<file path="src/sv/lbg_pkg.sv">
// Shared constants for the life board generations block.
// No dependencies; used by the top level, the row unit and the checker.
`default_nettype none

package lbg_pkg;

   localparam int BOARD_SIZE_DEFAULT = 8;
   localparam int MAX_OUT_ROWS       = 8;

   localparam int ROW_CELLS_W  = 8;
   localparam int ROW_NUM_W    = 3;
   localparam int GEN_W        = 8;
   localparam int REQ_TDATA_W  = 8;
   localparam int RSP_TDATA_W  = 16;
   localparam int RSP_PAD_W    = RSP_TDATA_W - ROW_NUM_W - ROW_CELLS_W;

   localparam logic [GEN_W-1:0] GEN_COUNT_RESET = 8'd10;

   // Neighbour count of one cell, 0 to 8.
   localparam int NBR_W = 4;
   localparam logic [NBR_W-1:0] SURVIVE_MIN = 4'd2;
   localparam logic [NBR_W-1:0] BIRTH_COUNT = 4'd3;

endpackage

`default_nettype wire

</file>
<file path="src/sv/lbg_row_unit.sv">
// Next-generation logic for one board row from the rows above and below.
// Depends on lbg_pkg for the neighbour count width and the B3/S23 thresholds.
`default_nettype none

module lbg_row_unit #(
   parameter int BOARD_SIZE = lbg_pkg::BOARD_SIZE_DEFAULT
) (
   input  wire logic [BOARD_SIZE-1:0] up_row,
   input  wire logic [BOARD_SIZE-1:0] mid_row,
   input  wire logic [BOARD_SIZE-1:0] dn_row,
   output logic      [BOARD_SIZE-1:0] next_row
);

   // A dead column on either side keeps the edges free of special cases.
   logic [BOARD_SIZE+1:0] up_pad;
   logic [BOARD_SIZE+1:0] mid_pad;
   logic [BOARD_SIZE+1:0] dn_pad;
   logic [lbg_pkg::NBR_W-1:0] nbr_cnt [BOARD_SIZE];

   assign up_pad  = {1'b0, up_row, 1'b0};
   assign mid_pad = {1'b0, mid_row, 1'b0};
   assign dn_pad  = {1'b0, dn_row, 1'b0};

   for (genvar c = 0; c < BOARD_SIZE; c++) begin : g_col
      assign nbr_cnt[c] = lbg_pkg::NBR_W'(up_pad[c])  + lbg_pkg::NBR_W'(up_pad[c+1])
                        + lbg_pkg::NBR_W'(up_pad[c+2]) + lbg_pkg::NBR_W'(mid_pad[c])
                        + lbg_pkg::NBR_W'(mid_pad[c+2]) + lbg_pkg::NBR_W'(dn_pad[c])
                        + lbg_pkg::NBR_W'(dn_pad[c+1]) + lbg_pkg::NBR_W'(dn_pad[c+2]);

      assign next_row[c] = (nbr_cnt[c] == lbg_pkg::BIRTH_COUNT)
                         || (mid_row[c] && (nbr_cnt[c] == lbg_pkg::SURVIVE_MIN));
   end

endmodule

`default_nettype wire

</file>
<file path="src/sv/life_board_generations.sv">
// Conway life (B3/S23) board engine, top level.
// Depends on lbg_pkg and lbg_row_unit.
//
// Usage:
//   Board rows arrive on the req_ stream, one row per word, top row first; bit i of
//   req_tdata is column i and req_tlast marks the final row. A row is taken only
//   while idle. Rows never loaded are dead. Extra rows without tlast wrap to the top.
//   After the final row the block applies csr_wdata generations (register reset 10),
//   then sends the board on the rsp_ stream, one word per row from row zero, with
//   rsp_tlast on the last one (at most eight rows are sent).
//   Each generation sweeps the row store through its single read port and one row
//   unit; each emitted row is read from the store, loaded into the output register
//   and held there until taken. A receiver stall simply holds the current word in
//   the output register; the block waits without losing anything.
//   req_tready is low from the final row until the last result word is taken.
//   Reset (synchronous) clears the row valid bits, so the store reads as all dead,
//   sets the load pointer to row zero and the generation count to ten. After output
//   the valid bits are cleared, ready for the next board.
`default_nettype none

module life_board_generations #(
   parameter int BOARD_SIZE = lbg_pkg::BOARD_SIZE_DEFAULT
) (
   input  wire logic                            clock,
   input  wire logic                            reset,
   // req_tdata: [7:0] row_cells
   input  wire logic [lbg_pkg::REQ_TDATA_W-1:0] req_tdata,
   input  wire logic                            req_tlast,
   input  wire logic                            req_tvalid,
   output logic                                 req_tready,
   // rsp_tdata: [2:0] row_number, [10:3] row_state, [15:11] zero
   output logic      [lbg_pkg::RSP_TDATA_W-1:0] rsp_tdata,
   output logic                                 rsp_tlast,
   output logic                                 rsp_tvalid,
   input  wire logic                            rsp_tready,
   input  wire logic                            csr_we,
   input  wire logic [lbg_pkg::GEN_W-1:0]       csr_wdata
);

   localparam int ROW_W    = $clog2(BOARD_SIZE);
   localparam int STEP_W   = $clog2(BOARD_SIZE + 2);
   localparam int OUT_ROWS = (BOARD_SIZE < lbg_pkg::MAX_OUT_ROWS) ?
                             BOARD_SIZE : lbg_pkg::MAX_OUT_ROWS;

   localparam logic [2:0] ST_IDLE      = 3'd0;
   localparam logic [2:0] ST_GEN       = 3'd1;
   localparam logic [2:0] ST_EMIT_RD   = 3'd2;
   localparam logic [2:0] ST_EMIT_LD   = 3'd3;
   localparam logic [2:0] ST_EMIT_HOLD = 3'd4;

   logic [2:0]                   state_ff, state_in;
   logic [lbg_pkg::GEN_W-1:0]    gen_cfg_ff, gen_cfg_in;
   logic [lbg_pkg::GEN_W-1:0]    gen_ff, gen_in;
   logic [STEP_W-1:0]            step_ff, step_in;
   logic [ROW_W-1:0]             load_ptr_ff, load_ptr_in;
   logic [lbg_pkg::ROW_NUM_W-1:0] emit_ff, emit_in;
   logic [BOARD_SIZE-1:0]        up_ff, up_in;
   logic [BOARD_SIZE-1:0]        mid_ff, mid_in;
   logic [BOARD_SIZE-1:0]        row_valid_ff, row_valid_in;

   logic                         rsp_valid_ff, rsp_valid_in;
   logic                         rsp_last_ff, rsp_last_in;
   logic [lbg_pkg::ROW_NUM_W-1:0] rsp_num_ff, rsp_num_in;
   logic [lbg_pkg::ROW_CELLS_W-1:0] rsp_row_ff, rsp_row_in;

   // Row store: one write port, one registered read port.
   logic [BOARD_SIZE-1:0] store_mem [BOARD_SIZE];
   logic [BOARD_SIZE-1:0] rd_data_ff;
   logic                  rd_vld_ff;
   logic [ROW_W-1:0]      rd_addr;
   logic                  wr_en;
   logic [ROW_W-1:0]      wr_addr;
   logic [BOARD_SIZE-1:0] wr_data;

   logic [BOARD_SIZE-1:0] rd_row;
   logic [BOARD_SIZE-1:0] dn_row;
   logic [BOARD_SIZE-1:0] new_row;
   logic                  req_take;
   logic                  rsp_take;
   logic                  gen_writes;

   assign req_take   = req_tvalid && req_tready;
   assign rsp_take   = rsp_tvalid && rsp_tready;
   assign req_tready = (state_ff == ST_IDLE);

   // A row never written since the last clear reads as dead.
   assign rd_row     = rd_vld_ff ? rd_data_ff : '0;
   assign dn_row     = (step_ff <= STEP_W'(BOARD_SIZE)) ? rd_row : '0;
   assign gen_writes = (state_ff == ST_GEN) && (step_ff >= STEP_W'(2));

   lbg_row_unit #(
      .BOARD_SIZE (BOARD_SIZE)
   ) u_row_unit (
      .up_row   (up_ff),
      .mid_row  (mid_ff),
      .dn_row   (dn_row),
      .next_row (new_row)
   );

   always_comb begin
      rd_addr = '0;
      case (state_ff)
         ST_GEN: begin
            if (step_ff < STEP_W'(BOARD_SIZE)) begin
               rd_addr = ROW_W'(step_ff);
            end
         end
         ST_EMIT_RD: begin
            rd_addr = ROW_W'(emit_ff);
         end
         default: begin
            rd_addr = '0;
         end
      endcase
   end

   always_comb begin
      wr_en   = 1'b0;
      wr_addr = load_ptr_ff;
      wr_data = BOARD_SIZE'(req_tdata);
      if (req_take) begin
         wr_en = 1'b1;
      end else if (gen_writes) begin
         // The window trails the read pointer by two rows, so the row written
         // back in place has already been consumed by its neighbours' update.
         wr_en   = 1'b1;
         wr_addr = ROW_W'(step_ff - STEP_W'(2));
         wr_data = new_row;
      end
   end

   always_ff @(posedge clock) begin
      if (wr_en) begin
         store_mem[wr_addr] <= wr_data;
      end
      rd_data_ff <= store_mem[rd_addr];
      rd_vld_ff  <= row_valid_ff[rd_addr];
   end

   always_comb begin
      state_in     = state_ff;
      gen_cfg_in   = gen_cfg_ff;
      gen_in       = gen_ff;
      step_in      = step_ff;
      load_ptr_in  = load_ptr_ff;
      emit_in      = emit_ff;
      up_in        = up_ff;
      mid_in       = mid_ff;
      row_valid_in = row_valid_ff;
      rsp_valid_in = rsp_valid_ff;
      rsp_last_in  = rsp_last_ff;
      rsp_num_in   = rsp_num_ff;
      rsp_row_in   = rsp_row_ff;

      if (csr_we) begin
         gen_cfg_in = csr_wdata;
      end
      if (wr_en) begin
         row_valid_in[wr_addr] = 1'b1;
      end

      case (state_ff)
         ST_IDLE: begin
            if (req_take) begin
               if (load_ptr_ff == ROW_W'(BOARD_SIZE - 1)) begin
                  load_ptr_in = '0;
               end else begin
                  load_ptr_in = load_ptr_ff + ROW_W'(1);
               end
               if (req_tlast) begin
                  load_ptr_in = '0;
                  gen_in      = '0;
                  step_in     = '0;
                  emit_in     = '0;
                  state_in    = (gen_cfg_ff == '0) ? ST_EMIT_RD : ST_GEN;
               end
            end
         end
         ST_GEN: begin
            if (step_ff == '0) begin
               up_in  = '0;
               mid_in = '0;
            end else begin
               up_in  = mid_ff;
               mid_in = dn_row;
            end
            if (step_ff == STEP_W'(BOARD_SIZE + 1)) begin
               step_in = '0;
               gen_in  = gen_ff + lbg_pkg::GEN_W'(1);
               if (gen_in == gen_cfg_ff) begin
                  state_in = ST_EMIT_RD;
               end
            end else begin
               step_in = step_ff + STEP_W'(1);
            end
         end
         ST_EMIT_RD: begin
            state_in = ST_EMIT_LD;
         end
         ST_EMIT_LD: begin
            rsp_valid_in = 1'b1;
            rsp_num_in   = emit_ff;
            rsp_row_in   = lbg_pkg::ROW_CELLS_W'(rd_row);
            rsp_last_in  = (emit_ff == lbg_pkg::ROW_NUM_W'(OUT_ROWS - 1));
            state_in     = ST_EMIT_HOLD;
         end
         ST_EMIT_HOLD: begin
            if (rsp_take) begin
               rsp_valid_in = 1'b0;
               if (rsp_last_ff) begin
                  row_valid_in = '0;
                  state_in     = ST_IDLE;
               end else begin
                  emit_in  = emit_ff + lbg_pkg::ROW_NUM_W'(1);
                  state_in = ST_EMIT_RD;
               end
            end
         end
         default: begin
            state_in = ST_IDLE;
         end
      endcase
   end

   always_ff @(posedge clock) begin
      if (reset) begin
         state_ff     <= ST_IDLE;
         gen_cfg_ff   <= lbg_pkg::GEN_COUNT_RESET;
         gen_ff       <= '0;
         step_ff      <= '0;
         load_ptr_ff  <= '0;
         emit_ff      <= '0;
         row_valid_ff <= '0;
         rsp_valid_ff <= 1'b0;
      end else begin
         state_ff     <= state_in;
         gen_cfg_ff   <= gen_cfg_in;
         gen_ff       <= gen_in;
         step_ff      <= step_in;
         load_ptr_ff  <= load_ptr_in;
         emit_ff      <= emit_in;
         row_valid_ff <= row_valid_in;
         rsp_valid_ff <= rsp_valid_in;
      end
   end

   always_ff @(posedge clock) begin
      up_ff       <= up_in;
      mid_ff      <= mid_in;
      rsp_last_ff <= rsp_last_in;
      rsp_num_ff  <= rsp_num_in;
      rsp_row_ff  <= rsp_row_in;
   end

   assign rsp_tvalid = rsp_valid_ff;
   assign rsp_tlast  = rsp_last_ff;
   assign rsp_tdata  = {{lbg_pkg::RSP_PAD_W{1'b0}}, rsp_row_ff, rsp_num_ff};

endmodule

`default_nettype wire

</file>
<file path="config.mk">
export PLATFORM = sky130hd
export DESIGN_NAME = life_board_generations
export DESIGN_NICKNAME = d
export VERILOG_FILES = /design/src/sv/lbg_pkg.sv /design/src/sv/lbg_row_unit.sv /design/src/sv/life_board_generations.sv
export SDC_FILE = /design/constraint.sdc
export NUM_CORES = 1
export LEC_CHECK = 0
export ABC_AREA = 1
export BUFFER_PORTS_ARGS = -buffer_cell sky130_fd_sc_hd__buf_2
export CAP_MARGIN = 20
export CORE_MARGIN = 2
export CORE_UTILIZATION = 55
export DETAILED_ROUTE_END_ITERATION = 8
export PLACE_DENSITY = 0.85
export SLEW_MARGIN = 40
export SYNTH_ARGS = -nofsm -noshare
export SYNTH_HDL_FRONTEND = slang
export SYNTH_SLANG_ARGS = --single-unit
</file>
<file path="constraint.sdc">
create_clock -name clock -period 3.62 [get_ports clock]
set_clock_uncertainty 0.1 [all_clocks]
set_input_delay 0.181 -clock clock [delete_from_list [all_inputs] [get_ports clock]]
set_output_delay 0.181 -clock clock [all_outputs]
set_load 0.01 [all_outputs]
</file>
# Word level (Yosys, flattened, before mapping)

Memories as Yosys holds them, arrays and structs flattened. A register that Yosys moved wholly into a read port is not among the register bits.
Cells that the tools add are included.

Register bits: 67
Latch bits: 0
RAM bits: 64
Memory bits (read-only): 0
Bits of input ports: 22
Logic and storage cells: 183
Memories kept: 1

Memory list:

| memory    | depth | bits a word | read ports | clocked after Yosys merged registers in | wr ports | RTL line                     | text |
|---|---|---|---|---|---|---|---|
| store_mem | 8     | 8           | 1          | 1                                       | 1        | life_board_generations.sv:67 | `logic [BOARD_SIZE-1:0] store_mem [BOARD_SIZE];` |

$add $sub $neg: 54
Multiply operators: 0
Div/mod/pow operators: 0
$lt $le $gt $ge: 6
Eq/ne operators: 30
Shift operators: 0
Multiplexer cells: 45
Bitwise gates (word level): 1
Reduce and logical (&&, ||, !) cells: 32

Operator list:

| kind                | count |
|---|---|
| $add 4x1->4         | 42 |
| $mux 8              | 11 |
| $eq 4x2->1 const B  | 16 |
| $mux 3              | 14 |
| $pmux 8 s2          | 1 |
| $pmux 3 s5          | 1 |
| $add 1x1->2         | 7 |
| $logic_and 1x1->1   | 12 |
| $mux 4              | 3 |
| $pmux 3 s2          | 2 |
| $reduce_and 5->1    | 2 |
| $eq 3x3->1 const B  | 3 |
| $add 8x1->8 const B | 1 |
| $eq 8x8->1          | 1 |
| $logic_not 8->1     | 1 |
| $logic_or 1x1->1    | 8 |
| $lt 3x4->1 const B  | 2 |
| $or 8x8->8          | 1 |
| $pmux 4 s2          | 1 |
| $mux 1              | 7 |
| $add 3x1->3 const B | 2 |
| $eq 3x2->1 const B  | 2 |
| $ne 2x1->1 const B  | 3 |
| $ne 2x2->1 const B  | 3 |
| other kinds (18)    | 22 |

# Depth between registers and ports, before layout

Depth after elaboration: 13
Depth in mapped cells: 15
Mapped depth without buffers: 15

# By module

From an unflattened synthesis, not the netlist that was laid out.

Cells, all modules: 795
Area total of the unflattened synthesis: 7399.6 µm²

Modules (own cells, without submodules):

| module                 | instances | cells an instance | area an instance (µm²) | seq. area each (µm²) |
|---|---|---|---|---|
| life_board_generations | 1         | 638               | 6159.7                 | 3703.6 |
| lbg_row_unit           | 1         | 157               | 1239.9                 | 0.0 |

# Worst setup path before layout

Ideal clock, no wire load.

Path type: register to register
Start: register up_ff[1]
End: memory store_mem[0][1] (netlist bit) (data pin)
Arrival: 3.223 ns
Data required time: 3.242 ns
Slack: 0.020 ns
Stages on the path, launching flop included: 12
Buffers on the path: 0
Period minus slack after synthesis: 3.600 ns
Path through: edfxtp_1 ha_1 inv_1 fa_1 fa_1 inv_1 fa_1 inv_1 fa_1 a21oi_1 o21ai_0 o31ai_1

Longest elaborated chain between the ends: 12
Elaborated cells on any way between the ends: 13
Classes of those cells: add/sub: 7; eq/ne: 2; mux: 2; reduce/logical: 2

Ends and longest elaborated chain:

| what                       | RTL line                      | text |
|---|---|---|
| start: declaration         | life_board_generations.sv:57  | `logic [BOARD_SIZE-1:0] up_ff, up_in;` |
| start signal: assignment   | life_board_generations.sv:248 | `up_ff <= up_in;` |
| $add 1x1->2 *              | lbg_row_unit.sv:25            | `assign nbr_cnt[c] = lbg_pkg::NBR_W'(up_pad[c]) + lbg_pkg::NBR_W'(up_pad[c+1])` |
| $add 4x1->4 * (2 in a row) | lbg_row_unit.sv:26            | `+ lbg_pkg::NBR_W'(up_pad[c+2]) + lbg_pkg::NBR_W'(mid_pad[c])` |
| $add 4x1->4 * (2 in a row) | lbg_row_unit.sv:27            | `+ lbg_pkg::NBR_W'(mid_pad[c+2]) + lbg_pkg::NBR_W'(dn_pad[c])` |
| $add 4x1->4 * (2 in a row) | lbg_row_unit.sv:28            | `+ lbg_pkg::NBR_W'(dn_pad[c+1]) + lbg_pkg::NBR_W'(dn_pad[c+2]);` |
| $eq 4x2->1                 | lbg_row_unit.sv:31            | `\|\| (mid_row[c] && (nbr_cnt[c] == lbg_pkg::SURVIVE_MIN));` |
| $logic_and 1x1->1          | lbg_row_unit.sv:31            |  |
| $logic_or 1x1->1 *         | lbg_row_unit.sv:31            |  |
| $mux 8 *                   | life_board_generations.sv:123 | `end else if (gen_writes) begin` |
| $mux 8 *                   | life_board_generations.sv:121 | `if (req_take) begin` |
| named net wr_data[1]       | life_board_generations.sv:73  | `logic [BOARD_SIZE-1:0] wr_data;` |
| end: declaration           | life_board_generations.sv:67  |  |

Mark *: on every way through the listed nets, which the timed path passes. The rest lies on a longest branch.

# Final worst setup path

Start: register up_ff[4]
End: memory store_mem[2][5] (netlist bit) (data pin)

The elaborated chain is that of the path after synthesis.

==> metrics.yaml <==
status:
  run_status: "finished, violations left"
  violations: "negative setup slack"
cells_and_area:
  fin_nets: 939
  final_cell_mix: "nor2_1, nand2_1, inv_1"
  drive_above_1_share: 0.1615
  mostFrequentLayoutCell: "nor2_1"
  num_antenna_cells: 0
  final_util: 0.6688
  area_growth_pct: 18.22
  fin_cells: 1045
clocking:
  cts_tree: "done"
  cts_inserted_buffers: 17
  path_clk_slew_ns: 0.06
  root_buffer: "clkbuf_16"
  clock_latency_ns: 0.43
  cts-htree-levels: 4
  cts_buffer_depth: 2
  cts_sinks: 139
critical_path:
  critical_path_arrival_ns: 3.86
  startpoint: "up_ff[4]"
  setup.worst_path.end_class: "flop"
  cp_max_fo: 8
  path_class: "reg -> reg"
  r2r-start: "up_ff[4]"
  crit_required_ns: 3.80
  critPathLaunchType: "flop"
routing:
  ant_nets: 0
  drt_wl_total_mm: 16.76
  drc_errors: 0
  viasPerCell: 5.467
  drtPass1Iterations: 6
  vias: 5713
  wire_per_inst_um: 16.04
  drt_iter0_drc: 547
sta:
  hold_viol: 0
  setup_viol: 8
  worstMarginPinSlew_ns: 0.8345
  slew_violations: 0
  setup_ws_ns: -0.05771
  fin_crit_ns: 3.678
  timing.fmax_mhz: 271.9
  rsz0062_at_grt: "yes"
  fin_tns_setup_ns: -0.4424
  period_share: 1.016
  relSlewSlack: 0.4378
global_route:
  overflow: 0
  antenna_found_initial: 0
  grt.total_usage: 0.2451
  grt_max_degree: 37
  grt_pass1_wl_mm: 26.85
  grt_pass1_vias: 5737
floorplanning:
  die_w_um: 118.4
  coreArea_um2: 12720
  die_h_um: 118.4
  start_util: 0.5657
  io_pins: 41
  rows: 41
  die_area_um2: 14020
synthesis:
  yosys.area.top_type: "edfxtp_1"
  synth_seq_cells: 139
  synthTopCellsByArea: "edfxtp_1, dfxtp_1, fa_1"
  yosys_warnings: 0
  netlist_area_um2: 7197
  synth_cell_types: 36
  avgSynthCellArea_um2: 9.203
  syn_inst: 782
  synth_top_area_frac: 0.3839
  ys_seq_area_frac: 0.5146
pwr:
  peakVddDrop_v: 0.0003887
  seqPwrFrac: 0.372
  p_per_area_nw_per_um2: 595.4
  pwr-share-comb: 0.280
  p_sw_mw: 1.616
  pwr-share-clk: 0.348
  internal-power_mw: 3.449
  leakage_nw: 3.660
  switching_share: 0.3191
place:
  dp_slack_ns: 0.05229
  io_buffer_count: 35
  gp_congestion: 0.8544
  dp.cells: 995
  hpwl_mm: 9.964
job:
  cap_violations: 0
worst_hold_path:
  hp-class: "in -> reg"
  worstHoldStart: "rsp_tready"
[worst max-delay path, cell delays in order, from the launching register on]
cell,delay [ns]
edfxtp_1,0.43
ha_1,0.33
inv_2,0.04
fa_1,0.48
fa_1,0.52
inv_2,0.05
fa_2,0.37
inv_2,0.08
fa_1,0.41
a21oi_2,0.12
o21ai_1,0.08
o31ai_1,0.31
buf_4,0.21
[metal layers]
layer | share of wire | track usage | vias up | routed length [um]
li1 | - | - | 2691 | -
met1 | 0.38 | 0.2860 | 2696 | 6442
met2 | 0.51 | 0.4335 | 259 | 8569
met3 | 0.071 | 0.05309 | 67 | 1186
met4 | 0.034 | 0.1079 | 0 | 565
met5 | 0 | 0 | - | 0
[layout make-up]
cell class,instances,area (um^2)
fillers,934,4214
flip-flops and latches,139,3705
multi-input cells,489,2942
repair buffers,78,531.8
inverters,135,509.2
clock buffers,20,467.9
well taps,172,215.2
clock inverters,12,137.6
[worst paths after layout]
check | endpoint | slack, ns | cells after the start
hold / removal | state_ff[2] | 0.03 | 4
setup reg to reg | store_mem[2][5] | -0.06 | 12
hold reg to reg | row_valid_ff[2] | 0.36 | 2
setup / recovery | store_mem[2][5] | -0.06 | 12
[timing repair]
item	CTS	global route
setup endpoints to repair	32	56
pin swaps	5	15
hold endpoints to repair	8	0
buffers inserted	2	4
gates resized for setup	8	26
hold buffers	12	0
[synth_stat cells (all sizes together)]
library cell / number
inv: 135
nor2: 134
nand2: 124
edfxtp: 92
o21ai: 69
dfxtp: 47
a21oi: 32
fa: 29
nand3: 29
ha: 28
buf: 12
clkbuf: 11
o22ai: 10
nand4: 6
nor3: 6
o211ai: 5
o31ai: 4
a31oi: 3
nor4: 2
a32o: 1
conb: 1
o211a: 1
or2: 1
[through the flow]
step	area (um^2)	total power, mW	hold WS (ns)
4_1_cts	8422	4.967	0.01130
6_report	8508	5.066	0.02985
2_1_floorplan	7212	2.792	0.1925
3_3_place_gp	7667	3.027	0.2951
3_5_place_dp	7670	3.113	0.3056
5_1_grt	8508	5.322	0.06267
[flip-flops by register name, indices dropped and copies added, names as in the netlist, 3 cells and up]
signal / count
emit_ff: 3
rsp_row_ff: 8
state_ff: 3
step_ff: 4
gen_ff: 8
rd_data_ff: 8
up_ff: 8
store_mem: 64
load_ptr_ff: 3
rsp_num_ff: 3
mid_ff: 8
row_valid_ff: 8
gen_cfg_ff: 8
[power groups by stage]
| stage | registers [mW] | clock network [mW] | logic [mW] |
|---|---|---|---|
| final | 1.88 | 1.76 | 1.42 |
| after global routing | 1.89 | 1.83 | 1.60 |
| after CTS | 1.88 | 1.77 | 1.32 |
| after detailed placement | 1.91 | 0 | 1.20 |
| after global placement | 1.91 | 0 | 1.12 |
| after floorplan | 1.89 | 0 | 0.903 |
[logic make-up after synthesis]
logic type	count (synthesis)	share of synthesized area
other	1	0.0005211
DFF	139	0.5146
buffers and inverters	158	0.08849
and+or+nand+nor	302	0.1709
adders and majority gates	57	0.1293
AOI/OAI and AO/OA	125	0.09614
Note: power is estimated with default switching activity, not from simulation.
